File: src/sv/lfu_block_cache_macros.svh
// Assertion macros for the LFU block cache.
// Included by the top level; no other dependencies.
`ifndef LFU_BLOCK_CACHE_MACROS_SVH
`define LFU_BLOCK_CACHE_MACROS_SVH

// Same-cycle implication, disabled in reset.
`define LBC_ASSERT_IMPL(lbl, clk, rst_n, ante, cons, msg) \
  lbl: assert property (@(posedge clk) disable iff (!rst_n) (ante) |-> (cons)) \
    else $error(msg);

// Next-cycle implication, disabled in reset.
`define LBC_ASSERT_NEXT(lbl, clk, rst_n, ante, cons, msg) \
  lbl: assert property (@(posedge clk) disable iff (!rst_n) (ante) |=> (cons)) \
    else $error(msg);

`endif

File: src/sv/lbc_pkg.sv
// Shared types, codes and helpers for the LFU block cache.
// No dependencies.
`timescale 1ns / 1ps
package lbc_pkg;

  localparam int SLOT_W_MAX = 12;
  localparam int BEAT_W_MAX = 6;

  localparam logic [1:0] REQ_LOOKUP = 2'd0;
  localparam logic [1:0] REQ_UPDATE = 2'd1;
  localparam logic [1:0] REQ_INSERT = 2'd2;
  localparam logic [1:0] REQ_RSVD   = 2'd3;

  localparam logic [1:0] ST_OK       = 2'd0;
  localparam logic [1:0] ST_MISS     = 2'd1;
  localparam logic [1:0] ST_NO_SLOT  = 2'd2;
  localparam logic [1:0] ST_DISABLED = 2'd3;

  typedef enum logic [1:0] {
    CMD_STATUS,
    CMD_WRITE,
    CMD_READ
  } cmd_kind_t;

  typedef struct packed {
    cmd_kind_t               kind;
    logic [1:0]              status;
    logic [SLOT_W_MAX-1:0]   slot;
    logic [BEAT_W_MAX-1:0]   beat;
    logic [63:0]             word;
    logic                    emit;
    logic [31:0]             hits;
    logic [31:0]             looks;
  } cmd_t;

  typedef struct packed {
    logic        vld;
    logic [11:0] tag;
    logic [31:0] uses;
  } meta_t;

  function automatic logic [31:0] sat_inc(input logic [31:0] v);
    return (v == 32'hFFFF_FFFF) ? v : v + 32'd1;
  endfunction

endpackage

File: src/sv/lbc_cmd_queue.sv
// Two-entry command queue between front and back.
// Depends on lbc_pkg.
`timescale 1ns / 1ps
module lbc_cmd_queue
  import lbc_pkg::*;
(
  input  logic clk,
  input  logic rst_n,
  input  logic push,
  input  cmd_t push_cmd,
  input  logic pop,
  output cmd_t head,
  output logic full,
  output logic empty
);

  cmd_t       ent_r [2];
  logic       wr_ptr_r, wr_ptr_nxt;
  logic       rd_ptr_r, rd_ptr_nxt;
  logic [1:0] cnt_r, cnt_nxt;

  assign full  = (cnt_r == 2'd2);
  assign empty = (cnt_r == 2'd0);
  assign head  = ent_r[rd_ptr_r];

  always_comb begin
    wr_ptr_nxt = wr_ptr_r ^ push;
    rd_ptr_nxt = rd_ptr_r ^ pop;
    cnt_nxt    = cnt_r + {1'b0, push} - {1'b0, pop};
  end

  always_ff @(posedge clk) begin
    if (!rst_n) begin
      wr_ptr_r <= 1'b0;
      rd_ptr_r <= 1'b0;
      cnt_r    <= 2'd0;
    end else begin
      wr_ptr_r <= wr_ptr_nxt;
      rd_ptr_r <= rd_ptr_nxt;
      cnt_r    <= cnt_nxt;
    end
    if (push) begin
      ent_r[wr_ptr_r] <= push_cmd;
    end
  end

endmodule

File: config.mk
export PLATFORM = sky130hd
export DESIGN_NAME = lbc_cmd_queue
export DESIGN_NICKNAME = d
export VERILOG_FILES = /design/src/sv/lfu_block_cache_macros.svh /design/src/sv/lbc_pkg.sv /design/src/sv/lbc_cmd_queue.sv
export SDC_FILE = /design/constraint.sdc
export NUM_CORES = 1
export LEC_CHECK = 0
export ABC_AREA = 1
export ABC_CLOCK_PERIOD_IN_PS = 5680
export BUFFER_PORTS_ARGS = -buffer_cell sky130_fd_sc_hd__buf_4
export CAP_MARGIN = 20
export CORE_MARGIN = 2
export CORE_UTILIZATION = 40
export DETAILED_ROUTE_END_ITERATION = 6
export PLACE_DENSITY = 0.76
export SETUP_SLACK_MARGIN = 0.05
export SLEW_MARGIN = 20
export SYNTH_ARGS = -nofsm -noshare
export SYNTH_HDL_FRONTEND = slang
export SYNTH_SLANG_ARGS = --single-unit
export TNS_END_PERCENT = 10
File: constraint.sdc
create_clock -name clk -period 5.68 [get_ports clk]
set_clock_uncertainty 0.05 [all_clocks]
set_input_delay 1.704 -clock clk [delete_from_list [all_inputs] [get_ports clk]]
set_output_delay 1.704 -clock clk [all_outputs]
set_load 0.1 [all_outputs]
==> run summary, run 1 <==
PostCTS Resize Cnt - 0
Largest stage delay, worst path - 0.94 ns
Post-Layout Cell Count - 1240
Final nets - 990
Maximum vdd ir drop - 266 µV
Die footprint - 0.0301 mm²
Worst Tran Pin Value - 0.919 ns
Vert. Die Dim - 174 µm
Layout cells sized above 1 - 59.9%
Post-Synthesis Cell Area - 0.0115 mm²
CTS tree - yes
Post-synthesis sequential area ratio - 79.8%
First-pass iteration count of the detailed router - 4
Setup ws final - 1.35 ns
Global Route Usage Sum - 14.7%
Fmax achieved - 231 MHz
Critical path's slowest cell - dfxtp_4
PD cells - 413 mW/mm²
Routed len/inst - 18.4 µm
Worst-path clk slew - 0.05 ns
Status - finished clean
First-pass GRT wire length - 33900 µm
Hold Crit Class - flip-flop to flip-flop
Vias per cell - 4.64
Largest fanout on the critical path - 58
YS warnings - 0
Post-Route WL - 22800 µm
Final Power - 6.35 mW
Die W - 174 µm
WP buf/inv - 2
DP HPWL - 14900 µm
Setup CP Type - flip-flop to output pin
Clk Latency, worst-skew pair - 0.48 ns
Crit. End Element - output pin
CTS Hold Bufs - 0
Antenna violations before repair - 1
DP Cell Count - 1179
Synth top area share - 78.9%
Worst reg2reg startpoint - wr_ptr_r
Max Slew Vio Count - 0
Flop pwr share - 42.5%
Clock Power Share - 33.5%
Core area - 0.0285 mm²
Post-route DRC - 0
GRT overflow - 0
# IOs - 308
Final Hold Viols - 0
Postcts setup bufs - 0
Longest Clk Path Bufs - 3
Rel. slew slack - 38.8%
Area Overhead vs Synth - 33.6%
Crit start category - flip-flop
WHS - 0.462 ns
Switching portion of total power - 31.3%
Clock root cell - clkbuf_16
RSZ-0062 raised after global routing - false
Synth Net Count - 658
Cell taking the most area after synthesis - edfxtp_1
Initial DRC Count - 313
Crit-path cells - buf_12 > mux2_2 > buf_4
Area contributors post-synth - edfxtp_1, mux2_4, mux2_2
Placed Area - 0.0142 mm²
Gpl congestion - 0.764
Ys flop type - edfxtp_1
Yosys reg bits - 307
H-tree depth - 2
Most numerous cell in the Yosys netlist - edfxtp_1
Worst slack, placed - 1.85 ns
Critical path arrival - 2.57 ns
Commonest cells in the synthesized netlist - edfxtp_1, mux2_4, mux2_2
Switch Pwr - 1.99 mW
Max cap viols - 0
Share of synthesized registers carrying an async set or reset - 0%
Largest net degree at the start of global routing - 61
Number of I/O port buffers - 307
Hold path startpoint - rd_ptr_r
Starting density of the core - 40.4%
Period utilisation layout - 76.2%
Minimum clock period - 4.33 ns
Top Family by Delay on Critical Path - flip-flops
Gate Count Post-Synth - 499
CP Data Required Time - 3.93 ns
Num rows - 62
Netlist cell types - 13
CTS Sinks - 307
Leakage - 5.92 nW
Post-synth EDFFs - 302
Fill count - 2226
Int Pwr - 4.36 mW
Final setup vio count - 0
CTS Buf Count - 34
Power share of the combinational group - 24.0%
Vias in the first global route - 6041
Syn avg cell area - 23.0 µm²
Antenna Nets Post-Route - 0
DR vias - 5757
Final Cell Area - 0.0154 mm²
## power groups by stage
stage          logic, mW  clock network [mW]  registers, mW
2_1_floorplan       1.22                   0           2.73
3_3_place_gp        1.52                   0           2.74
3_5_place_dp        1.53                   0           2.75
4_1_cts             1.53                2.19           2.70
5_1_grt             1.56                2.28           2.71
6_report            1.52                2.13           2.70
## state kept, by name, indices dropped and copies added (netlist names), named ones only
register	count
ent_r	302
cnt_r	2
rd_ptr_r	1
wr_ptr_r	1
## per-layer routing
metal | GRT usage, % | wire (µm)
met1 | 16.9 | 8670
met2 | 25.1 | 11500
met3 | 5.29 | 1910
met4 | 5.44 | 698
met5 | 0 | 0
## final timing paths
path                                      end  slack [ns]  depth (start not counted)
worst max-delay path                 head[41]        1.35                          3
worst min-delay path                flip-flop        0.46                          2
worst max register to register  ent_r[0][111]        3.53                          3
worst min register to register      flip-flop        0.46                          2
## tightest hold or removal path: stages (launching register included)
cell,delay [ns]
dfxtp_1,0.32
xnor2_1,0.08
nor2_1,0.07
## final cells by class
| class | instances | area [µm²] | share of cell area [%] |
|---|---|---|---|
| flip-flops and latches | 307 | 9170 | 59.7 |
| repair buffers | 313 | 2400 | 15.6 |
| multi-input cells | 168 | 2170 | 14.1 |
| clock buffers | 44 | 952 | 6.20 |
| well taps | 384 | 480 | 3.13 |
| clock inverters | 16 | 151 | 0.986 |
| inverters | 7 | 26.3 | 0.171 |
| diodes | 1 | 2.50 | 0.0163 |
## placed cells by master, fill, tap and decap left out, drive strengths merged
cell / synthesis / layout
buf: 17 / 313
ha: 4 / 4
clkbuf: 0 / 44
clkinv: 0 / 11
edfxtp: 302 / 302
dfxtp: 5 / 5
nor2: 6 / 6
diode: 0 / 1
bufinv: 0 / 3
mux2: 151 / 151
xnor2: 1 / 1
nand2: 4 / 4
clkinvlp: 0 / 1
a21oi: 1 / 1
inv: 7 / 8
nand3: 1 / 1
## stage by stage
step,TNS [ns],util [%]
after floorplan,-18.87,-
after global placement,0,50.0
after detailed placement,0,50.0
after CTS,0,53.9
after global routing,0,53.9
final,0,53.9
## cell families (layout without fill, tap and decap cells)
family	after synthesis	in the layout	share of synthesized area, %
AND/OR/NAND/NOR	11	11	0.370
adder cells (fa/ha/maj)	4	4	0.435
AO/OA/AOI/OAI	1	1	0.0435
other	0	1	0
buffers and inverters	24	380	1.57
flip-flops	307	307	79.8
multiplexers	151	151	17.7
XOR/XNOR	1	1	0.0762
(Power assumes the default switching activity.)
==> run 2, diff against run 1 <==
--- a/config.mk
+++ b/config.mk
@@ -6,7 +6,7 @@
 export NUM_CORES = 1
 export LEC_CHECK = 0
 export ABC_AREA = 1
-export ABC_CLOCK_PERIOD_IN_PS = 5680
+export ABC_CLOCK_PERIOD_IN_PS = 3590
 export BUFFER_PORTS_ARGS = -buffer_cell sky130_fd_sc_hd__buf_4
 export CAP_MARGIN = 20
 export CORE_MARGIN = 2
==> constraint.sdc (replaced) <==
create_clock -name clk -period 3.59 [get_ports clk]
set_clock_uncertainty 0.05 [all_clocks]
set_input_delay 1.077 -clock clk [delete_from_list [all_inputs] [get_ports clk]]
set_output_delay 1.077 -clock clk [all_outputs]
set_load 0.1 [all_outputs]
==> run 2 against run 1 <==
Against the previous run: hold slack got worse by 0.0022 ns; power increased by 53%; cell count unchanged; first-iteration DRC count decreased by 8.9%; register-to-register slack worse by 1.6 ns; global-route usage is 0.16 points lower; routed wire length down 0.63%; combinational power grew 61%; design area is 0.51% lower; via count is 0.94% lower; die area unchanged; largest cell class unchanged.
==> run summary, run 2 (synthesis gave the netlist of run 1 again) <==
Status - finished clean
Largest fanout on the critical path - 23
Largest Register - ent_r
Crit-path cells - buf_4 > mux2_2 > buf_4
Global Route Usage Sum - 14.5%
N_diodes - 0
Number of I/O port buffers - 307
Max Slew Vio Count - 0
CTS Hold Bufs - 0
Num rows - 62
Vias in the first global route - 6119
RSZ-0062 raised after global routing - false
Fill count - 2233
Die footprint - 0.0301 mm²
Most common cell on crit path - buf_4
Hold Crit Class - flip-flop to flip-flop
Starting density of the core - 40.4%
Vias per cell - 4.60
Largest register FFs - 302
Clk Latency, worst-skew pair - 0.54 ns
Minimum clock period - 3.16 ns
WHS - 0.460 ns
Final Hold Viols - 0
Period utilisation layout - 88.0%
Placed Area - 0.0143 mm²
Clock root cell - clkbuf_16
Top Family by Delay on Critical Path - buffers and inverters
Worst reg2reg startpoint - wr_ptr_r
Maximum vdd ir drop - 510 µV
First-pass iteration count of the detailed router - 4
DP HPWL - 15400 µm
Top flop regs - ent_r x302, cnt_r x2
Final setup vio count - 0
Vert. Die Dim - 174 µm
CTS Sinks - 307
Critical path arrival - 2.03 ns
Longest Clk Path Bufs - 3
Fmax achieved - 317 MHz
Post-Layout Cell Count - 1240
Most common cell after layout, fill and taps aside - buf_4
CTS tree - yes
DR vias - 5703
Crit. End Element - output pin
Post-Route WL - 22700 µm
Antenna Nets Post-Route - 0
Critical path's slowest cell - dfxtp_4
Largest stage delay, worst path - 0.49 ns
Worst-path clk slew - 0.06 ns
Worst R2R End - ent_r[0][108]
Rel. slew slack - 67.8%
Final nets - 993
Die W - 174 µm
Hold depth - 2
Crit start category - flip-flop
Final Cell Area - 0.0153 mm²
First-pass GRT wire length - 34000 µm
Antenna violations before repair - 0
CP Data Required Time - 2.46 ns
PD cells - 636 mW/mm²
Layout cells sized above 1 - 60.0%
Initial DRC Count - 285
Post-route DRC - 0
H-tree depth - 1
WP buf/inv - 2
Area Overhead vs Synth - 32.9%
Setup CP Type - flip-flop to output pin
R2R setup slack - 1.93 ns
Post-layout util - 53.7%
Hold path startpoint - rd_ptr_r
Max cap viols - 0
Gpl congestion - 0.724
Reg2reg path depth - 3
Commonest cells after routing, fill and taps aside - buf_4, edfxtp_1, mux2_4, mux2_2, clkbuf_16
CTS Buf Count - 31
DP Cell Count - 1185
GRT overflow - 0
Final Power - 9.71 mW
# IOs - 308
Worst Tran Pin Value - 0.483 ns
Routed len/inst - 18.3 µm
PostCTS Resize Cnt - 0
Core area - 0.0285 mm²
Leakage - 5.90 nW
Postcts setup bufs - 0
Largest net degree at the start of global routing - 57
==> run 2: changes by cell type in the layout (fill, tap and decap cells not counted) <==
cell and change:
clkinv_1 -1, buf_4 +4, clkinvlp_4 -1, buf_12 +2, inv_6 -1, clkbuf_16 -6
diode_2 -1, clkinv_2 +3, clkinv_4 +1
==> run 2: how the worst max path moves through the flow <==
stage | startpoint | endpoint | slack [ns] | cells past startpoint
2_1_floorplan | push | ent_r[1][0] | -1.59 | 1
3_3_place_gp | flip-flop | head[9] | 0.98 | 3
3_5_place_dp | flip-flop | head[13] | 0.98 | 3
5_1_grt | flip-flop | head[13] | 0.33 | 3
4_1_cts | flip-flop | head[150] | 0.38 | 3
6_report | flip-flop | head[13] | 0.43 | 3
==> run 2: through the flow <==
step | TNS, ns | worst slack [ns]
finish | 0 | 0.431
global route | 0 | 0.326
CTS | 0 | 0.376
detailed placement | 0 | 0.977
global placement | 0 | 0.982
floorplan | -239.79 | -1.59
==> run 2: power by group <==
part | switching, mW | internal (mW)
registers | 0.0569 | 4.19
logic | 1.81 | 0.635
clock network | 1.24 | 1.78
total | 3.10 | 6.60
==> run 2: final cells by class <==
| cell class | instances | area (µm²) | area share (%) |
|---|---|---|---|
| clock buffer | 38 | 802 | 5.25 |
| multi-input combinational | 168 | 2170 | 14.2 |
| timing repair buffer | 319 | 2470 | 16.2 |
| sequential | 307 | 9170 | 60.0 |
| clock inverter | 17 | 155 | 1.02 |
| inverter | 7 | 26.3 | 0.172 |
| tap | 384 | 480 | 3.15 |
==> run 2: per-layer routing <==
metal	track usage (%)	vias to the layer above	part of all wire [%]
li1	-	2639	-
met4	4.52	0	2.4
met3	4.50	38	8.3
met5	0	-	0
met2	26.0	218	52
met1	16.5	2808	37
==> run 2: tightest hold or removal path, delay by kind of cell, from the launching register on <==
kind / cells / cell delay [ns]
xor+xnor: 1 / 0.08
flops: 1 / 0.32
simple gates: 1 / 0.07
