--- config.mk ---
export PLATFORM = sky130hd
export DESIGN_NAME = lbc_front
export DESIGN_NICKNAME = d
export VERILOG_FILES = /design/src/sv/lfu_block_cache_macros.svh /design/src/sv/lbc_pkg.sv /design/src/sv/lbc_ram.sv /design/src/sv/lbc_front.sv
export SDC_FILE = /design/constraint.sdc
export NUM_CORES = 1
export LEC_CHECK = 0
export BUFFER_PORTS_ARGS = -buffer_cell sky130_fd_sc_hd__buf_2
export CAP_MARGIN = 10
export CORE_MARGIN = 3
export CORE_UTILIZATION = 39
export CTS_CLUSTER_SIZE = 16
export DETAILED_ROUTE_END_ITERATION = 8
export PLACE_DENSITY = 0.56
export SYNTH_ARGS = -nofsm -noshare
export SYNTH_HDL_FRONTEND = slang
export SYNTH_SLANG_ARGS = --single-unit
--- constraint.sdc ---
create_clock -name clk -period 9.3 [get_ports clk]
set_clock_uncertainty 0.05 [all_clocks]
set_input_delay 0.93 -clock clk [delete_from_list [all_inputs] [get_ports clk]]
set_output_delay 0.93 -clock clk [all_outputs]
set_load 0.05 [all_outputs]
--- src/sv/lfu_block_cache_macros.svh ---
// Assertion macros for the LFU block cache.
// Included by the top level; no other dependencies.
`ifndef LFU_BLOCK_CACHE_MACROS_SVH
`define LFU_BLOCK_CACHE_MACROS_SVH

// Same-cycle implication, disabled in reset.
`define LBC_ASSERT_IMPL(lbl, clk, rst_n, ante, cons, msg) \
  lbl: assert property (@(posedge clk) disable iff (!rst_n) (ante) |-> (cons)) \
    else $error(msg);

// Next-cycle implication, disabled in reset.
`define LBC_ASSERT_NEXT(lbl, clk, rst_n, ante, cons, msg) \
  lbl: assert property (@(posedge clk) disable iff (!rst_n) (ante) |=> (cons)) \
    else $error(msg);

`endif

--- src/sv/lbc_pkg.sv ---
// Shared types, codes and helpers for the LFU block cache.
// No dependencies.
`timescale 1ns / 1ps
package lbc_pkg;

  localparam int SLOT_W_MAX = 12;
  localparam int BEAT_W_MAX = 6;

  localparam logic [1:0] REQ_LOOKUP = 2'd0;
  localparam logic [1:0] REQ_UPDATE = 2'd1;
  localparam logic [1:0] REQ_INSERT = 2'd2;
  localparam logic [1:0] REQ_RSVD   = 2'd3;

  localparam logic [1:0] ST_OK       = 2'd0;
  localparam logic [1:0] ST_MISS     = 2'd1;
  localparam logic [1:0] ST_NO_SLOT  = 2'd2;
  localparam logic [1:0] ST_DISABLED = 2'd3;

  typedef enum logic [1:0] {
    CMD_STATUS,
    CMD_WRITE,
    CMD_READ
  } cmd_kind_t;

  typedef struct packed {
    cmd_kind_t               kind;
    logic [1:0]              status;
    logic [SLOT_W_MAX-1:0]   slot;
    logic [BEAT_W_MAX-1:0]   beat;
    logic [63:0]             word;
    logic                    emit;
    logic [31:0]             hits;
    logic [31:0]             looks;
  } cmd_t;

  typedef struct packed {
    logic        vld;
    logic [11:0] tag;
    logic [31:0] uses;
  } meta_t;

  function automatic logic [31:0] sat_inc(input logic [31:0] v);
    return (v == 32'hFFFF_FFFF) ? v : v + 32'd1;
  endfunction

endpackage

--- src/sv/lbc_ram.sv ---
// Generic simple dual-port RAM, one write and one registered read port.
// No dependencies.
`timescale 1ns / 1ps
module lbc_ram #(
  parameter int WIDTH = 64,
  parameter int DEPTH = 512
) (
  input  logic                     clk,
  input  logic                     we,
  input  logic [$clog2(DEPTH)-1:0] waddr,
  input  logic [WIDTH-1:0]         wdata,
  input  logic [$clog2(DEPTH)-1:0] raddr,
  output logic [WIDTH-1:0]         rdata
);

  logic [WIDTH-1:0] mem [DEPTH];

  always_ff @(posedge clk) begin
    if (we) begin
      mem[waddr] <= wdata;
    end
    rdata <= mem[raddr];
  end

endmodule

--- src/sv/lbc_front.sv ---
// Front end: accepts transactions, scans slot metadata, picks LFU victims,
// keeps the lookup counters and issues commands. Depends on lbc_pkg, lbc_ram.
`timescale 1ns / 1ps
module lbc_front
  import lbc_pkg::*;
#(
  parameter int CACHE_ENTRIES = 16,
  parameter int BLOCK_WORDS   = 32
) (
  input  logic        clk,
  input  logic        rst_n,
  input  logic [4:0]  entries_in_use,
  input  logic        in_valid,
  output logic        in_ready,
  input  logic [1:0]  in_req_type,
  input  logic [3:0]  in_disk,
  input  logic [7:0]  in_block_index,
  input  logic [63:0] in_data_word,
  input  logic        in_last_beat,
  input  logic        q_full,
  output logic        q_push,
  output cmd_t        q_cmd
);

  localparam int IDX_W  = $clog2(CACHE_ENTRIES);
  localparam int CNT_W  = $clog2(CACHE_ENTRIES + 1);
  localparam int BEAT_W = (BLOCK_WORDS > 1) ? $clog2(BLOCK_WORDS) : 1;

  typedef enum logic [1:0] {F_CLEAR, F_IDLE, F_SCAN, F_DONE} fstate_t;

  fstate_t          state_r, state_nxt;
  logic [IDX_W-1:0] clr_idx_r, clr_idx_nxt;
  logic [1:0]       req_r, req_nxt;
  logic [11:0]      tag_r, tag_nxt;
  logic [63:0]      word_r, word_nxt;
  logic             last_r, last_nxt;
  logic [CNT_W-1:0] n_r, n_nxt;
  logic [IDX_W-1:0] scan_idx_r, scan_idx_nxt;
  logic             iss_r, iss_nxt;
  logic             chk_vld_r, chk_vld_nxt;
  logic [IDX_W-1:0] chk_idx_r, chk_idx_nxt;
  logic             hit_r, hit_nxt;
  logic [IDX_W-1:0] hit_idx_r, hit_idx_nxt;
  logic [31:0]      hit_uses_r, hit_uses_nxt;
  logic             best_vld_r, best_vld_nxt;
  logic             best_inv_r, best_inv_nxt;
  logic [IDX_W-1:0] best_idx_r, best_idx_nxt;
  logic [31:0]      best_uses_r, best_uses_nxt;
  logic [31:0]      hits_r, hits_nxt;
  logic [31:0]      looks_r, looks_nxt;
  logic             wr_act_r, wr_act_nxt;
  logic [IDX_W-1:0] wr_slot_r, wr_slot_nxt;
  logic [BEAT_W-1:0] wr_beat_r, wr_beat_nxt;

  logic             meta_we;
  logic [IDX_W-1:0] meta_waddr;
  meta_t            meta_wdata;
  meta_t            meta_rdata;
  logic [CNT_W-1:0] active_cnt;
  logic             accept;
  logic             first_emit;

  lbc_ram #(
    .WIDTH ($bits(meta_t)),
    .DEPTH (CACHE_ENTRIES)
  ) u_meta_ram (
    .clk   (clk),
    .we    (meta_we),
    .waddr (meta_waddr),
    .wdata (meta_wdata),
    .raddr (scan_idx_r),
    .rdata (meta_rdata)
  );

  assign active_cnt = (32'(entries_in_use) > 32'(CACHE_ENTRIES)) ?
                      CNT_W'(CACHE_ENTRIES) : CNT_W'(entries_in_use);
  assign in_ready   = (state_r == F_IDLE) && !q_full;
  assign accept     = in_valid && in_ready;
  assign first_emit = last_r || (BLOCK_WORDS == 1);

  always_comb begin
    state_nxt     = state_r;
    clr_idx_nxt   = clr_idx_r;
    req_nxt       = req_r;
    tag_nxt       = tag_r;
    word_nxt      = word_r;
    last_nxt      = last_r;
    n_nxt         = n_r;
    scan_idx_nxt  = scan_idx_r;
    iss_nxt       = iss_r;
    chk_vld_nxt   = 1'b0;
    chk_idx_nxt   = chk_idx_r;
    hit_nxt       = hit_r;
    hit_idx_nxt   = hit_idx_r;
    hit_uses_nxt  = hit_uses_r;
    best_vld_nxt  = best_vld_r;
    best_inv_nxt  = best_inv_r;
    best_idx_nxt  = best_idx_r;
    best_uses_nxt = best_uses_r;
    hits_nxt      = hits_r;
    looks_nxt     = looks_r;
    wr_act_nxt    = wr_act_r;
    wr_slot_nxt   = wr_slot_r;
    wr_beat_nxt   = wr_beat_r;
    meta_we       = 1'b0;
    meta_waddr    = clr_idx_r;
    meta_wdata    = '0;
    q_push        = 1'b0;
    q_cmd         = '0;
    q_cmd.kind    = CMD_STATUS;

    unique case (state_r)
      F_CLEAR: begin
        meta_we = 1'b1;
        if (clr_idx_r == IDX_W'(CACHE_ENTRIES - 1)) begin
          state_nxt = F_IDLE;
        end else begin
          clr_idx_nxt = clr_idx_r + IDX_W'(1);
        end
      end
      F_IDLE: begin
        if (accept) begin
          q_cmd.hits  = hits_r;
          q_cmd.looks = looks_r;
          if (wr_act_r) begin
            // continuation beat of a running write
            q_push     = 1'b1;
            q_cmd.kind = CMD_WRITE;
            q_cmd.slot = SLOT_W_MAX'(wr_slot_r);
            q_cmd.beat = BEAT_W_MAX'(wr_beat_r);
            q_cmd.word = in_data_word;
            q_cmd.emit = in_last_beat || (wr_beat_r == BEAT_W'(BLOCK_WORDS - 1));
            if (q_cmd.emit) begin
              wr_act_nxt  = 1'b0;
              wr_beat_nxt = '0;
            end else begin
              wr_beat_nxt = wr_beat_r + BEAT_W'(1);
            end
          end else if (in_req_type == REQ_RSVD) begin
            state_nxt = F_IDLE;
          end else if (active_cnt == '0) begin
            q_push       = 1'b1;
            q_cmd.status = ST_DISABLED;
            q_cmd.emit   = 1'b1;
          end else begin
            req_nxt      = in_req_type;
            tag_nxt      = {in_disk, in_block_index};
            word_nxt     = in_data_word;
            last_nxt     = in_last_beat;
            n_nxt        = active_cnt;
            scan_idx_nxt = '0;
            iss_nxt      = 1'b1;
            hit_nxt      = 1'b0;
            best_vld_nxt = 1'b0;
            best_inv_nxt = 1'b0;
            state_nxt    = F_SCAN;
          end
        end
      end
      F_SCAN: begin
        if (iss_r) begin
          chk_vld_nxt = 1'b1;
          chk_idx_nxt = scan_idx_r;
          if (CNT_W'(scan_idx_r) == n_r - CNT_W'(1)) begin
            iss_nxt = 1'b0;
          end else begin
            scan_idx_nxt = scan_idx_r + IDX_W'(1);
          end
        end
        if (chk_vld_r) begin
          if (meta_rdata.vld && meta_rdata.tag == tag_r && !hit_r) begin
            hit_nxt      = 1'b1;
            hit_idx_nxt  = chk_idx_r;
            hit_uses_nxt = meta_rdata.uses;
          end
          if (!best_inv_r) begin
            if (!meta_rdata.vld) begin
              best_inv_nxt = 1'b1;
              best_vld_nxt = 1'b1;
              best_idx_nxt = chk_idx_r;
            end else if (!best_vld_r || meta_rdata.uses < best_uses_r) begin
              best_vld_nxt  = 1'b1;
              best_idx_nxt  = chk_idx_r;
              best_uses_nxt = meta_rdata.uses;
            end
          end
          if (CNT_W'(chk_idx_r) == n_r - CNT_W'(1)) begin
            state_nxt = F_DONE;
          end
        end
      end
      F_DONE: begin
        if (!q_full) begin
          q_push     = 1'b1;
          state_nxt  = F_IDLE;
          q_cmd.emit = 1'b1;
          priority if (req_r == REQ_LOOKUP) begin
            looks_nxt = sat_inc(looks_r);
            if (hit_r) begin
              hits_nxt        = sat_inc(hits_r);
              meta_we         = 1'b1;
              meta_waddr      = hit_idx_r;
              meta_wdata.vld  = 1'b1;
              meta_wdata.tag  = tag_r;
              meta_wdata.uses = sat_inc(hit_uses_r);
              q_cmd.kind      = CMD_READ;
              q_cmd.slot      = SLOT_W_MAX'(hit_idx_r);
            end else begin
              q_cmd.status = ST_MISS;
            end
          end else if ((req_r == REQ_UPDATE && hit_r) ||
                       (req_r != REQ_UPDATE && best_vld_r)) begin
            meta_we        = 1'b1;
            meta_wdata.vld = 1'b1;
            meta_wdata.tag = tag_r;
            if (req_r == REQ_UPDATE) begin
              meta_waddr      = hit_idx_r;
              meta_wdata.uses = sat_inc(hit_uses_r);
            end else begin
              meta_waddr      = best_idx_r;
              meta_wdata.uses = 32'd1;
            end
            q_cmd.kind  = CMD_WRITE;
            q_cmd.slot  = SLOT_W_MAX'(meta_waddr);
            q_cmd.beat  = '0;
            q_cmd.word  = word_r;
            q_cmd.emit  = first_emit;
            wr_slot_nxt = meta_waddr;
            wr_act_nxt  = !first_emit;
            wr_beat_nxt = first_emit ? '0 : BEAT_W'(1);
          end else if (req_r == REQ_UPDATE) begin
            q_cmd.status = ST_MISS;
          end else begin
            q_cmd.status = ST_NO_SLOT;
          end
          q_cmd.hits  = hits_nxt;
          q_cmd.looks = looks_nxt;
        end
      end
      default: state_nxt = F_IDLE;
    endcase
  end

  always_ff @(posedge clk) begin
    if (!rst_n) begin
      state_r    <= F_CLEAR;
      clr_idx_r  <= '0;
      iss_r      <= 1'b0;
      chk_vld_r  <= 1'b0;
      hits_r     <= '0;
      looks_r    <= '0;
      wr_act_r   <= 1'b0;
      wr_slot_r  <= '0;
      wr_beat_r  <= '0;
    end else begin
      state_r    <= state_nxt;
      clr_idx_r  <= clr_idx_nxt;
      iss_r      <= iss_nxt;
      chk_vld_r  <= chk_vld_nxt;
      hits_r     <= hits_nxt;
      looks_r    <= looks_nxt;
      wr_act_r   <= wr_act_nxt;
      wr_slot_r  <= wr_slot_nxt;
      wr_beat_r  <= wr_beat_nxt;
    end
    req_r       <= req_nxt;
    tag_r       <= tag_nxt;
    word_r      <= word_nxt;
    last_r      <= last_nxt;
    n_r         <= n_nxt;
    scan_idx_r  <= scan_idx_nxt;
    chk_idx_r   <= chk_idx_nxt;
    hit_r       <= hit_nxt;
    hit_idx_r   <= hit_idx_nxt;
    hit_uses_r  <= hit_uses_nxt;
    best_vld_r  <= best_vld_nxt;
    best_inv_r  <= best_inv_nxt;
    best_idx_r  <= best_idx_nxt;
    best_uses_r <= best_uses_nxt;
  end

endmodule

==> flow_results.org, run 1 <==
** Status
- The flow ran to the end, and the final reports show no timing, DRC or antenna violations.

** Pwr
- The worst-case IR drop observed on VDD is 0.155 mV.
- Power per Cell Area :: around 200 mW/mm^2
- Leak pwr :: between 15 and 20 nW

** Critical path
- STA classifies the critical path startpoint as a flop.
- Top fanout value on the critical path :: 25
- Critical Setup Path Class :: reg -> out
- STA puts the critical path data arrival time at ~4 ns.
- Biggest cell delay along the critical path :: around 0.8 ns
- The number of buffers and inverters on the critical path is 1.
- Grouping stages by cell kind, the critical path spends the most delay in simple AND/OR/NAND/NOR gates.
- For the worst setup path, the data required time is approximately 8.3 ns.
- Critical Path, Cell by Cell :: ha_1 -> nand3_2 -> nor4_4 -> nand4_1 -> nand3_1 -> o311ai_0 -> o21ai_0 -> buf_2
- For this design, the slowest cell found on the critical path is sky130_fd_sc_hd__nand3_1.
- Capturing element type of the critical path :: output pin

** Finish
- In the layout the commonest cells are sky130_fd_sc_hd__edfxtp_1 (887), sky130_fd_sc_hd__buf_2 (231), sky130_fd_sc_hd__mux4_2 (225).
- Synthesis-to-finish area growth :: 14.7%
- Most common cell after layout, fill and taps aside :: sky130_fd_sc_hd__edfxtp_1
- Cells fill 45.3% of the core in the end.
- Of the cells placed in the final design, the portion with a size suffix greater than 1 is around a quarter.
- # diodes :: 0
- Final Instance Count excl. Fillers :: ~4,200
- The filler cells instantiated in the layout total 9,138.
- The final layout contains between 2,000 and 3,000 nets.

** Place
- Count of placed standard cells including taps :: between 4,000 and 5,000
- Port Buffer Count :: 231
- Placer's final routability congestion estimate :: 0.862
- Half-perimeter wire length of the detailed placement result :: around 61,000 um

** Clock tree
- Clock tree synthesis inserted a total of roughly 100 buffers.
- Hold repair after CTS inserted 0 buffers.
- Once the clock tree was built, the setup fixing pass inserted 0 buffers.
- Number of clock sinks :: between 1,000 and 1,500
- CTS tree :: done
- Root buffer cell :: sky130_fd_sc_hd__clkbuf_16
- Number of instances resized during post-cts repair :: 0
- For the worst-skew pair, the clock arrives at the later sink with an insertion delay of roughly 0.67 ns.
- The clock tree synthesis step divided the H-tree into 3 levels.
- Clock transition at the registers of the reported paths :: approximately 0.060 ns
- Buffer depth of the longest clock path :: 3

** Hold path
- In this run the worst hold path is classified as in -> reg.

** Global route
- The number of global-route vias before repair came to around 24,000.
- GR met1 Demand/Resource :: between 20% and 30%
- Number of antenna violations at the first check in global routing :: 3
- GRT Resource Usage Total :: 18.1%
- Global routing finished with a remaining overflow of 0.
- Entering global routing, the biggest net connects 77 pins.
- Met3 GRT Util :: between 3 and 4%
- Grt met2 use :: just under 30%
- First-pass GRT wire length :: 153,000 um
- In this run the most used layer during global routing was met2.

** STA
- At the pin with the least slew margin, the transition time is between 1 and 1.5 ns.
- Crit share post-route :: between 50 and 60%
- Derived from the worst setup path, the maximum achievable clock frequency is 203 MHz.
- The final-report hold violation count came to 0.
- Max Slew Vio Count :: 0
- For the finished layout, the period the worst path requires is slightly below 5 ns.
- Measured against its own limit, the worst slew margin works out to roughly 29%.
- Final total negative setup slack :: 0 ns
- Setup repair after global routing left no endpoint under its margin.
- Final setup violation count :: 0

** Drt
- The first detailed-routing pass ran for 6 iterations.
- DRC marker count from the first detailed-route iteration :: between 2,000 and 2,500
- DRT antenna net count :: 0
- The routed layout has approximately 24,000 vias.
- After detailed routing, the number of remaining DRC violations is 0.
- Dividing the detail-routed wire length by the instance count gives ~24 um.
- After detailed routing, the number of vias per cell comes to between 5 and 6.
- After detailed routing, the total wire length is approximately 100,000 um.

** Die
- Once the floorplan was initialized, standard cells occupied 39.5% of the core.
- Floorplan die height :: 334 um
- The region available for standard cell placement spans between 0.1 and 0.15 mm^2.
- After floorplanning, the core was divided into between 100 and 150 placement rows.
- Total die area :: between 0.1 and 0.15 mm^2
- between 200 and 250 I/O pins were placed.
- Die width :: 334 um

** Synthesis
- Count of flip-flops with a built-in enable after synthesis :: about 900
- Distinct cells, synth :: 90
- FFs w/ async S/R, synth :: 0%
- Top_reg_cell synth :: sky130_fd_sc_hd__edfxtp_1
- After synthesis, the mean cell area works out to around 17 um^2.
- Number of synthesized register bits :: 1,014
- Synthesized area :: ~0.042 mm^2
- Warning count from the yosys run :: 0
- For this run, the register share of the synthesized area comes to between 60 and 70%.
- Synthesis produced a netlist whose cell count is roughly 2,500.

** Run
- Max-cap violations in this run came to 0.
-- metrics by stage --
step / total power, mW / setup WS [ns] / hold WS, ns / area (um^2)
after floorplan: 5.39 / 2.94 / 0.367 / 41900
after global placement: 5.53 / 4.58 / 0.393 / 44600
after detailed placement: 5.54 / 4.41 / 0.405 / 44600
after CTS: 9.63 / 4.31 / 0.334 / 48000
after global routing: 9.85 / 4.05 / 0.343 / 48000
final: 9.51 / 4.37 / 0.386 / 48000
-- state kept, by name (all words and copies together) (netlist names), 2 cells and up --
| register | flops |
|---|---|
| u_meta_ram.mem | 720 |
| word_r | 64 |
| u_meta_ram.rdata | 45 |
| best_uses_r | 32 |
| hit_uses_r | 32 |
| hits_r | 32 |
| looks_r | 32 |
| tag_r | 12 |
| n_r | 5 |
| wr_beat_r | 5 |
| best_idx_r | 4 |
| chk_idx_r | 4 |
| clr_idx_r | 4 |
| hit_idx_r | 4 |
| scan_idx_r | 4 |
| wr_slot_r | 4 |
| req_r | 2 |
| state_r | 2 |
-- cells by family (layout without fill, tap and decap cells) --
logic type	after synthesis	in the layout	share of synthesized area (%)
xor+xnor	85	85	1.78
buf+inv	192	526	1.97
compound gates	352	352	5.89
other cells	1	9	0.00896
simple gates	544	544	6.93
mux	237	237	12.4
fa+ha+maj	43	43	1.29
flops	1014	1014	69.7
-- cell usage after synthesis, types with 35 or more instances --
master | instances | area share [%]
sky130_fd_sc_hd__mux4_2 | 225 | 12
sky130_fd_sc_hd__a21oi_1 | 71 | 0.85
sky130_fd_sc_hd__xnor2_1 | 42 | 0.88
sky130_fd_sc_hd__clkbuf_1 | 79 | 0.71
sky130_fd_sc_hd__nand2_1 | 110 | 0.99
sky130_fd_sc_hd__dfxtp_1 | 127 | 6.1
sky130_fd_sc_hd__nor3_1 | 35 | 0.42
sky130_fd_sc_hd__nand3_1 | 65 | 0.78
sky130_fd_sc_hd__edfxtp_1 | 887 | 64
sky130_fd_sc_hd__ha_1 | 43 | 1.3
sky130_fd_sc_hd__xor2_1 | 43 | 0.90
sky130_fd_sc_hd__a22o_1 | 68 | 1.4
sky130_fd_sc_hd__nor2_1 | 126 | 1.1
sky130_fd_sc_hd__o21ai_0 | 65 | 0.78
sky130_fd_sc_hd__o211ai_1 | 43 | 0.77
sky130_fd_sc_hd__inv_1 | 54 | 0.48
-- routing by layer --
| layer | vias up | part of all wire [%] | wire length, um |
|---|---|---|---|
| met5 | - | 0.013 | 13 |
| met1 | 12176 | 43 | 44000 |
| met2 | 800 | 48 | 49300 |
| met4 | 2 | 2.1 | 2180 |
| met3 | 146 | 6.3 | 6380 |
| li1 | 10403 | - | - |
-- cell type report --
cell class,count,area (um^2),area share (%)
flip-flops and latches,1014,29200,60.8
multi-input cells,1270,12000,25.0
clock buffers,148,2900,6.04
well taps,1391,1740,3.63
repair buffers,274,1480,3.08
clock inverters,49,468,0.975
inverters,55,206,0.430
-- where the power goes --
group	total, mW	switching, mW	internal, mW
sequential	5.09	0.0448	5.05
clock	4.07	1.73	2.34
combinational	0.344	0.210	0.134
total	9.51	1.98	7.53
-- worst paths after layout --
path,startpoint,endpoint,slack (ns),cells after the start
hold / removal,in_disk[3],tag_r[11],0.39,1
setup reg to reg,state_r[1],u_meta_ram.mem[5][22],4.82,10
hold reg to reg,u_meta_ram.rdata[3],best_uses_r[3],0.40,0
setup / recovery,hits_r[0],q_cmd[45],4.37,8
-- worst reg2reg max path, stage by stage, from the launching register on --
cell	delay, ns
sky130_fd_sc_hd__dfxtp_1	0.39
sky130_fd_sc_hd__ha_1	0.38
sky130_fd_sc_hd__nand2b_1	0.09
sky130_fd_sc_hd__buf_4	0.24
sky130_fd_sc_hd__a21oi_4	0.14
sky130_fd_sc_hd__buf_4	0.60
sky130_fd_sc_hd__a21boi_0	0.31
sky130_fd_sc_hd__o22ai_1	0.35
sky130_fd_sc_hd__nand2_1	0.32
sky130_fd_sc_hd__nor2b_4	0.62
sky130_fd_sc_hd__buf_4	0.59
(Power assumes the default switching activity.)
==> inputs of run 2 (changes only) <==
==> constraint.sdc (replaced) <==
create_clock -name clk -period 4.9 [get_ports clk]
set_clock_uncertainty 0.05 [all_clocks]
set_input_delay 0.49 -clock clk [delete_from_list [all_inputs] [get_ports clk]]
set_output_delay 0.49 -clock clk [all_outputs]
set_load 0.05 [all_outputs]
==> run 2 against run 1 <==
Critical path depth did not move. Sequential share of layout area fell by 1.6 points. Final area rose by 2.7%. Routed wire length rose by 0.47%. Count of clock-buffer cells in the layout fell by 15. Combinational power rose by 110%. Global-route usage rose by 0.18 points. Worst hold slack got worse by 0.32 ns. Power rose by 96%. Critical endpoint is now q_cmd[40]. Largest cell class unchanged. Largest power group unchanged.
==> flow_results.org, run 2 (synthesized netlist as in run 1, its figures left out) <==
** Place
- The post-detailed-placement half-perimeter wirelength came to 59,600 um (-2.7%).
- Placed standard-cell area :: 0.0449 mm^2 (+0.58%)
- Port Buffer Count :: 231 (unchanged)
- The routability-driven placement congestion ratio came to 0.879 (+1.9%).

** Pwr
- Power per Cell Area :: 379 mW/mm^2 (+91%)
- Pwr Total :: 18.7 mW (+96%)
- The leakage power total is 16.3 nW (+3.3%).
- The maximum ir drop on the vdd rail was 0.279 mV (+80%).

** Die
- Initial core utilization :: 39.5% (unchanged)
- Total die area :: 0.111 mm^2 (unchanged)
- The number of ports placed on the die boundary came to 241 (unchanged).
- The die boundary width was 334 um (unchanged).
- The core region area came to 0.106 mm^2 (unchanged).
- The number of core rows came to 119 (unchanged).
- The height of the die was 334 um (unchanged).

** STA
- Transition time of the tightest slew-check pin :: 1.15 ns (+0.0834 ns)
- The final critical path takes up between 90 and 100% of the cycle.
- Derived from the worst setup path, the maximum achievable clock frequency is roughly 220 MHz.
- Max Slew Vio Count :: 0 (unchanged)
- Max_slew headroom :: 23.0% (-5.6 points)
- Total count of hold-check failures in the final report :: 0 (unchanged)
- The worst hold slack after final layout was 0.0642 ns (-0.321 ns).
- Final total negative setup slack :: 0 ns (unchanged)
- Tmin final :: 4.53 ns
- Final setup violation count :: 0 (unchanged)
- Setup repair after global routing left no endpoint under its margin.

** Drt
- Count of unresolved DRC violations after routing :: 0 (unchanged)
- DRT antenna net count :: 0 (unchanged)
- DRC marker count from the first detailed-route iteration :: 1,976 (-9.6%)
- The per-cell via count in the routed design was 5.59 (-0.25%).
- The via count of the routed design is 23,938 (+1.7%).
- The number of iterations in the first detailed-routing pass is 6 (unchanged).
- The wire length reported by the detailed router came to 102,000 um (+0.47%).
- The average wire per cell in the routed design was 23.9 um (-1.5%).

** Global route
- The global-route wire length before repair came to 156,000 um (+1.4%).
- The pin count of the biggest net entering global routing was 84 (+9.1%).
- Number of global-route vias before repair :: 24,374 (+2.4%)
- Grt total ovfl :: 0 (unchanged)
- The total track usage came to 18.3% (+0.18 points).
- The initial antenna violation count came to 3 (unchanged).

** Finish
- In the layout the commonest cells are sky130_fd_sc_hd__edfxtp_1 (887), sky130_fd_sc_hd__buf_2 (231), sky130_fd_sc_hd__mux4_2 (225).
- Flip-flop count of the largest register after layout :: 720 (unchanged)
- The fraction of layout instances using a drive strength above 1 came to 25.1% (-0.057 points).
- Leaving out fill and tap cells, the most frequent cell in the layout is sky130_fd_sc_hd__edfxtp_1.
- The register with the most flip-flops in the final layout is u_meta_ram.mem.
- The largest registers in the layout are u_meta_ram.mem: 720 flops, word_r: 64 flops, u_meta_ram.rdata: 45 flops.
- From synthesis to final layout, the design area changed by 17.8%.
- The final non-filler cell area came to 0.0493 mm^2 (+2.7%).
- Total Nets Final :: 2,931 (+2.8%)

** Critical path
- The worst setup path is captured at an output pin.
- The maximum net fanout on the critical path was 25 (unchanged).
- The worst endpoint data arrival time came to 3.99 ns (+0.04 ns).
- Critical path launch point type :: flop
- Destination of the worst register-to-register timing path :: u_meta_ram.mem[0][15]
- R2R cell count :: 9 (-1)
- The critical path in this run is classified as reg -> out.
- FF-to-FF setup slack :: 1.25 ns (-3.57 ns)
- The worst register-to-register path begins at state_r[1].
- The required time at the endpoint of the critical path was 4.36 ns (-3.96 ns).

** Clock tree
- CTS placed an instance of sky130_fd_sc_hd__clkbuf_16 at the clock tree root.
- Number of H-tree levels :: 3 (unchanged)
- The clock edge transition at the registers on the reported setup and hold paths is 0.06 ns (about the same).
- Buffer depth of the longest clock path :: 3 (unchanged)
- CTS tree :: done
- Num CTS Buffers :: 105 (+0.96%)
- Number of clock sinks :: 1,014 (unchanged)
- Clock latency of the later-clocked register in the worst-skew pair :: 0.69 ns (+0.02 ns)
- The post-CTS setup buffer count is 0 (unchanged).

** Status
- The flow ran to the end, and the final reports show no timing, DRC or antenna violations.

** Hold path
- The worst hold path depth came to 1 (unchanged).
- Hold Crit Endpoint :: req_r[1]
- Hold wc startpoint :: in_req_type[1]
- The path class of the tightest hold or removal check is in -> reg.

** Run
- Max-cap violations :: 0 (unchanged)
[run 2: worst max path at each step]
stage / start / endpoint / slack, ns
3_5_place_dp: hits_r[0] / q_cmd[40] / 1.16
6_report: hits_r[0] / q_cmd[40] / 0.37
4_1_cts: hits_r[0] / q_cmd[40] / 0.39
2_1_floorplan: q_full / u_meta_ram.mem[12][0] / 0.50
5_1_grt: hits_r[0] / q_cmd[45] / 0.02
3_3_place_gp: hits_r[0] / q_cmd[62] / 1.27
[run 2: timing repair]
item,4_1_cts,5_1_grt
hold buffers,77,0
endpoints found under the setup margin,0,0
hold endpoints to repair,77,0
gates resized for setup,0,0
[run 2: cell type report]
class	count	area, um^2
fill	8961	56600
sequential	1014	29200
multi-input combinational	1270	12000
clock buffer	133	2880
timing repair buffer	354	2510
tap	1391	1740
clock inverter	66	763
inverter	55	206
antenna	2	5.00
[run 2: worst max-delay path: stages, from the launching register on]
cell and delay [ns]:
sky130_fd_sc_hd__dfxtp_1 0.44, sky130_fd_sc_hd__ha_1 0.25, sky130_fd_sc_hd__nand3_2 0.19, sky130_fd_sc_hd__nor4_4 0.53
sky130_fd_sc_hd__nand4_1 0.38, sky130_fd_sc_hd__nand3_1 0.83, sky130_fd_sc_hd__o211ai_1 0.23, sky130_fd_sc_hd__o31ai_1 0.13
sky130_fd_sc_hd__buf_2 0.33
[run 2: where the power goes]
part	internal (mW)	leakage [nW]	total [mW]	switching (mW)
Sequential	9.58	9.08	9.66	0.0780
Clock	4.95	1.77	8.31	3.35
Combinational	0.309	5.45	0.717	0.408
[run 2: metal layers]
layer	GRT usage [%]	vias up	part of all wire, %
met1	25.5	12374	43
met2	30.0	851	49
met3	3.09	126	6.2
li1	-	10587	-
met4	4.69	0	1.8
met5	0	-	0
[run 2: metrics by stage]
| stage | worst slack (ns) | cells | utilization, % |
|---|---|---|---|
| final | 0.368 | 4285 | 46.6 |
| after global routing | 0.0190 | 4284 | 46.6 |
| after CTS | 0.395 | 4282 | 46.6 |
| after detailed placement | 1.16 | 4006 | 42.4 |
| after global placement | 1.27 | 4006 | 42.4 |
| after floorplan | 0.496 | 2476 | - |
==> inputs of run 3 (changes only) <==
--- a/config.mk
+++ b/config.mk
@@ -8,10 +8,10 @@
 export BUFFER_PORTS_ARGS = -buffer_cell sky130_fd_sc_hd__buf_2
 export CAP_MARGIN = 10
 export CORE_MARGIN = 3
-export CORE_UTILIZATION = 39
+export CORE_UTILIZATION = 50
 export CTS_CLUSTER_SIZE = 16
 export DETAILED_ROUTE_END_ITERATION = 8
-export PLACE_DENSITY = 0.56
+export PLACE_DENSITY = 0.68
 export SYNTH_ARGS = -nofsm -noshare
 export SYNTH_HDL_FRONTEND = slang
 export SYNTH_SLANG_ARGS = --single-unit
==> run 3 against run 2 <==
Global-route usage rose by 3.9 points. Final cell count fell by 7.4%. Non-clock buffer count grew 9. Die area fell by 22%. Final area down 1.2%. Worst hold slack worse by 0.0012 ns.
==> flow_results.org, run 3 (synthesized netlist as in run 1, its figures left out) <==
** Status
- Run status :: finished clean

** Finish
- Largest Register :: u_meta_ram.mem
- Commonest cells after routing, fill and taps aside :: sky130_fd_sc_hd__edfxtp_1 (887), sky130_fd_sc_hd__buf_2 (231), sky130_fd_sc_hd__mux4_2 (225)
- In the final layout, the registers with the most flip-flops are u_meta_ram.mem: 720 flops, word_r: 64 flops, u_meta_ram.rdata: 45 flops.
- The number of flip-flops under the largest register name is 720 (unchanged).
- Total Nets Final :: 2,937 (+0.20%)
- Synthesis-to-finish area growth :: 16.4%
- Most common cell after layout, fill and taps aside :: sky130_fd_sc_hd__edfxtp_1
- Share of final-layout standard cells stronger than drive strength 1 :: 24.9% (-0.27 points)
- The number of fill cells came to 5,973 (-33%).

** STA
- Total count of hold-check failures in the final report :: 0 (unchanged)
- The slew at the pin closest to its max-slew limit was 1.08 ns (-0.0736 ns).
- The final sum of negative setup slack came to 0 ns (unchanged).
- The achievable clock frequency was 220 MHz (-0.16%).
- Final setup violation count :: 0 (unchanged)
- The post-route clock period utilization is 92.6% (+0.14 points).
- The worst relative slew slack is 27.9% (+4.9 points).
- The final number of max-transition violations is 0 (unchanged).
- Setup repair after global routing missed its margin :: false
- Worst Slack Setup Final :: 0.361 ns (-0.00706 ns)
- Tmin final :: 4.54 ns (+0.00706 ns)

** Clock tree
- Number of instances resized during post-cts repair :: 0 (unchanged)
- The clock net sink count was 1,014 (unchanged).
- The clock edge transition at the registers on the reported setup and hold paths is 0.06 ns (about the same).
- Setup bufs post-CTS :: 0 (unchanged)
- The depth of the CTS H-tree came to 3 (unchanged).
- Clock latency of the later-clocked register in the worst-skew pair :: 0.66 ns (-0.03 ns)
- The CTS buffer count is 102 (-2.9%).
- The tree is rooted in a sky130_fd_sc_hd__clkbuf_16.
- The deepest clock path buffer count is 3 (unchanged).
- The total of hold buffers inserted after clock tree synthesis is 77 (unchanged).
- CTS tree :: done

** Critical path
- Critical Setup Path Class :: reg -> out
- The cell count of the worst reg-to-reg path was 8 (-1).
- STA classifies the critical path endpoint as an output pin.
- The endpoint identified for the worst register-to-register timing path is u_meta_ram.mem[4][5].
- The required time at the endpoint of the critical path was 4.36 ns (about the same).
- The worst setup path is launched from a flop.
- The worst endpoint data arrival time came to 4.00 ns (about the same).
- The maximum net fanout on the critical path came to 25 (unchanged).
- The worst register-to-register path begins at state_r[0].
- FF-to-FF setup slack :: 1.24 ns (about the same)

** Hold path
- Worst Hold Path Cells :: 1 (unchanged)
- Hold Crit Endpoint :: n_r[4]
- The tightest min-delay check is of the in -> reg type.
- The worst hold path begins at entries_in_use[4].

** Die
- The number of ports placed on the die boundary is 241 (unchanged).
- The initial core utilization is 50.7% (+11 points).
- The core region area was 0.0825 mm^2 (-22%).
- The number of core rows is 105 (-12%).
- Die width :: 295 um (-11%)
- Floorplan die height :: 295 um (-11%)
- The overall die area is 0.0872 mm^2 (-22%).

** Run
- Max-cap violations :: 0 (unchanged)

** Pwr
- The maximum ir drop on the vdd rail is 0.277 mV (-0.61%).
- Power per Cell Area :: 375 mW/mm^2 (-1.1%)
- The leakage power total is 16.2 nW (-0.43%).
- Pwr Total :: 18.3 mW (-2.3%)

** Drt
- Sum of routed wire length over all layers :: 97,300 um (-4.9%)
- The number of iterations in the first detailed-routing pass was 5 (-1).
- Mean number of vias per cell :: 6.08 (+8.7%)
- The count of unresolved DRC violations after routing was 0 (unchanged).
- Routed wire per std cell :: 24.5 um (+2.6%)
- The violation count after the first detailed-routing iteration is 2,033 (+2.9%).
- The via count of the routed design was 24,112 (+0.73%).
- DRT antenna net count :: 0 (unchanged)

** Place
- The post-detailed-placement half-perimeter wirelength came to 58,400 um (-1.9%).
- The port buffer count came to 231 (unchanged).
- Placer's final routability congestion estimate :: 0.873 (-0.64%)
- The post-placement worst setup slack was 1.07 ns (-0.0938 ns).

** Global route
- First-pass GRT wire length :: 148,000 um (-5.1%)
- Maximum number of pins on one net before global-route repair :: 81 (-3.6%)
- GRT Resource Usage Total :: 22.2% (+3.9 points)
- The number of global-route vias before repair is 23,898 (-2.0%).
- Grt total ovfl :: 0 (unchanged)
- Number of antenna violations at the first check in global routing :: 2 (-1)
run 3: changes by cell type in the layout (fill, tap and decap cells not counted), sizes merged:
cell	delta
clkinv	+11
clkbuf	-10
buf	+9
clkinvlp	-4
bufinv	-3
diode	+2
run 3: final cells by class:
class	instances	area (um^2)	area share [%]
Antenna cell	4	10.0	0.0206
Clock buffer	123	2670	5.49
Clock inverter	70	763	1.57
Inverter	55	206	0.424
Multi-Input combinational cell	1270	12000	24.7
Sequential cell	1014	29200	59.9
Tap cell	1070	1340	2.75
Timing Repair Buffer	363	2510	5.16
run 3: layer usage:
layer,routed length [um],vias to the layer above,track usage (%)
met5,0,-,0
met2,47700,885,36.1
met3,6720,154,4.02
met4,2040,0,6.30
li1,-,10584,-
met1,40900,12489,31.2
run 3: worst max-delay path, cell delays in order, from the launching register on:
cell	delay, ns
sky130_fd_sc_hd__dfxtp_1	0.42
sky130_fd_sc_hd__ha_1	0.24
sky130_fd_sc_hd__nand3_2	0.18
sky130_fd_sc_hd__nor4_4	0.52
sky130_fd_sc_hd__nand4_1	0.39
sky130_fd_sc_hd__nand3_1	0.82
sky130_fd_sc_hd__o311ai_0	0.27
sky130_fd_sc_hd__o21ai_0	0.18
sky130_fd_sc_hd__buf_2	0.32
run 3: stage by stage:
step	instances	utilization [%]	area (um^2)	hold WS, ns
detailed placement	3694	53.9	44500	0.405
global route	3967	59.0	48700	0.0349
global placement	3694	53.9	44500	0.403
finish	3969	59.0	48700	0.0631
CTS	3964	59.0	48700	0.0228
floorplan	2476	-	41900	0.367
run 3: how the worst max path moves through the flow:
stage / from / depth (start not counted) / to / slack (ns)
2_1_floorplan: q_full / 8 / u_meta_ram.mem[12][0] / 0.50
3_3_place_gp: hits_r[0] / 8 / q_cmd[45] / 1.20
3_5_place_dp: hits_r[0] / 8 / q_cmd[45] / 1.07
4_1_cts: hits_r[0] / 8 / q_cmd[49] / 0.28
5_1_grt: hits_r[0] / 8 / q_cmd[49] / 0.04
6_report: hits_r[0] / 8 / q_cmd[49] / 0.36
run 3: power breakdown:
group / switching [mW] / leakage, nW / internal (mW)
Sequential: 0.0780 / 9.08 / 9.58
Clock: 3.32 / 1.66 / 4.56
Combinational: 0.413 / 5.48 / 0.313
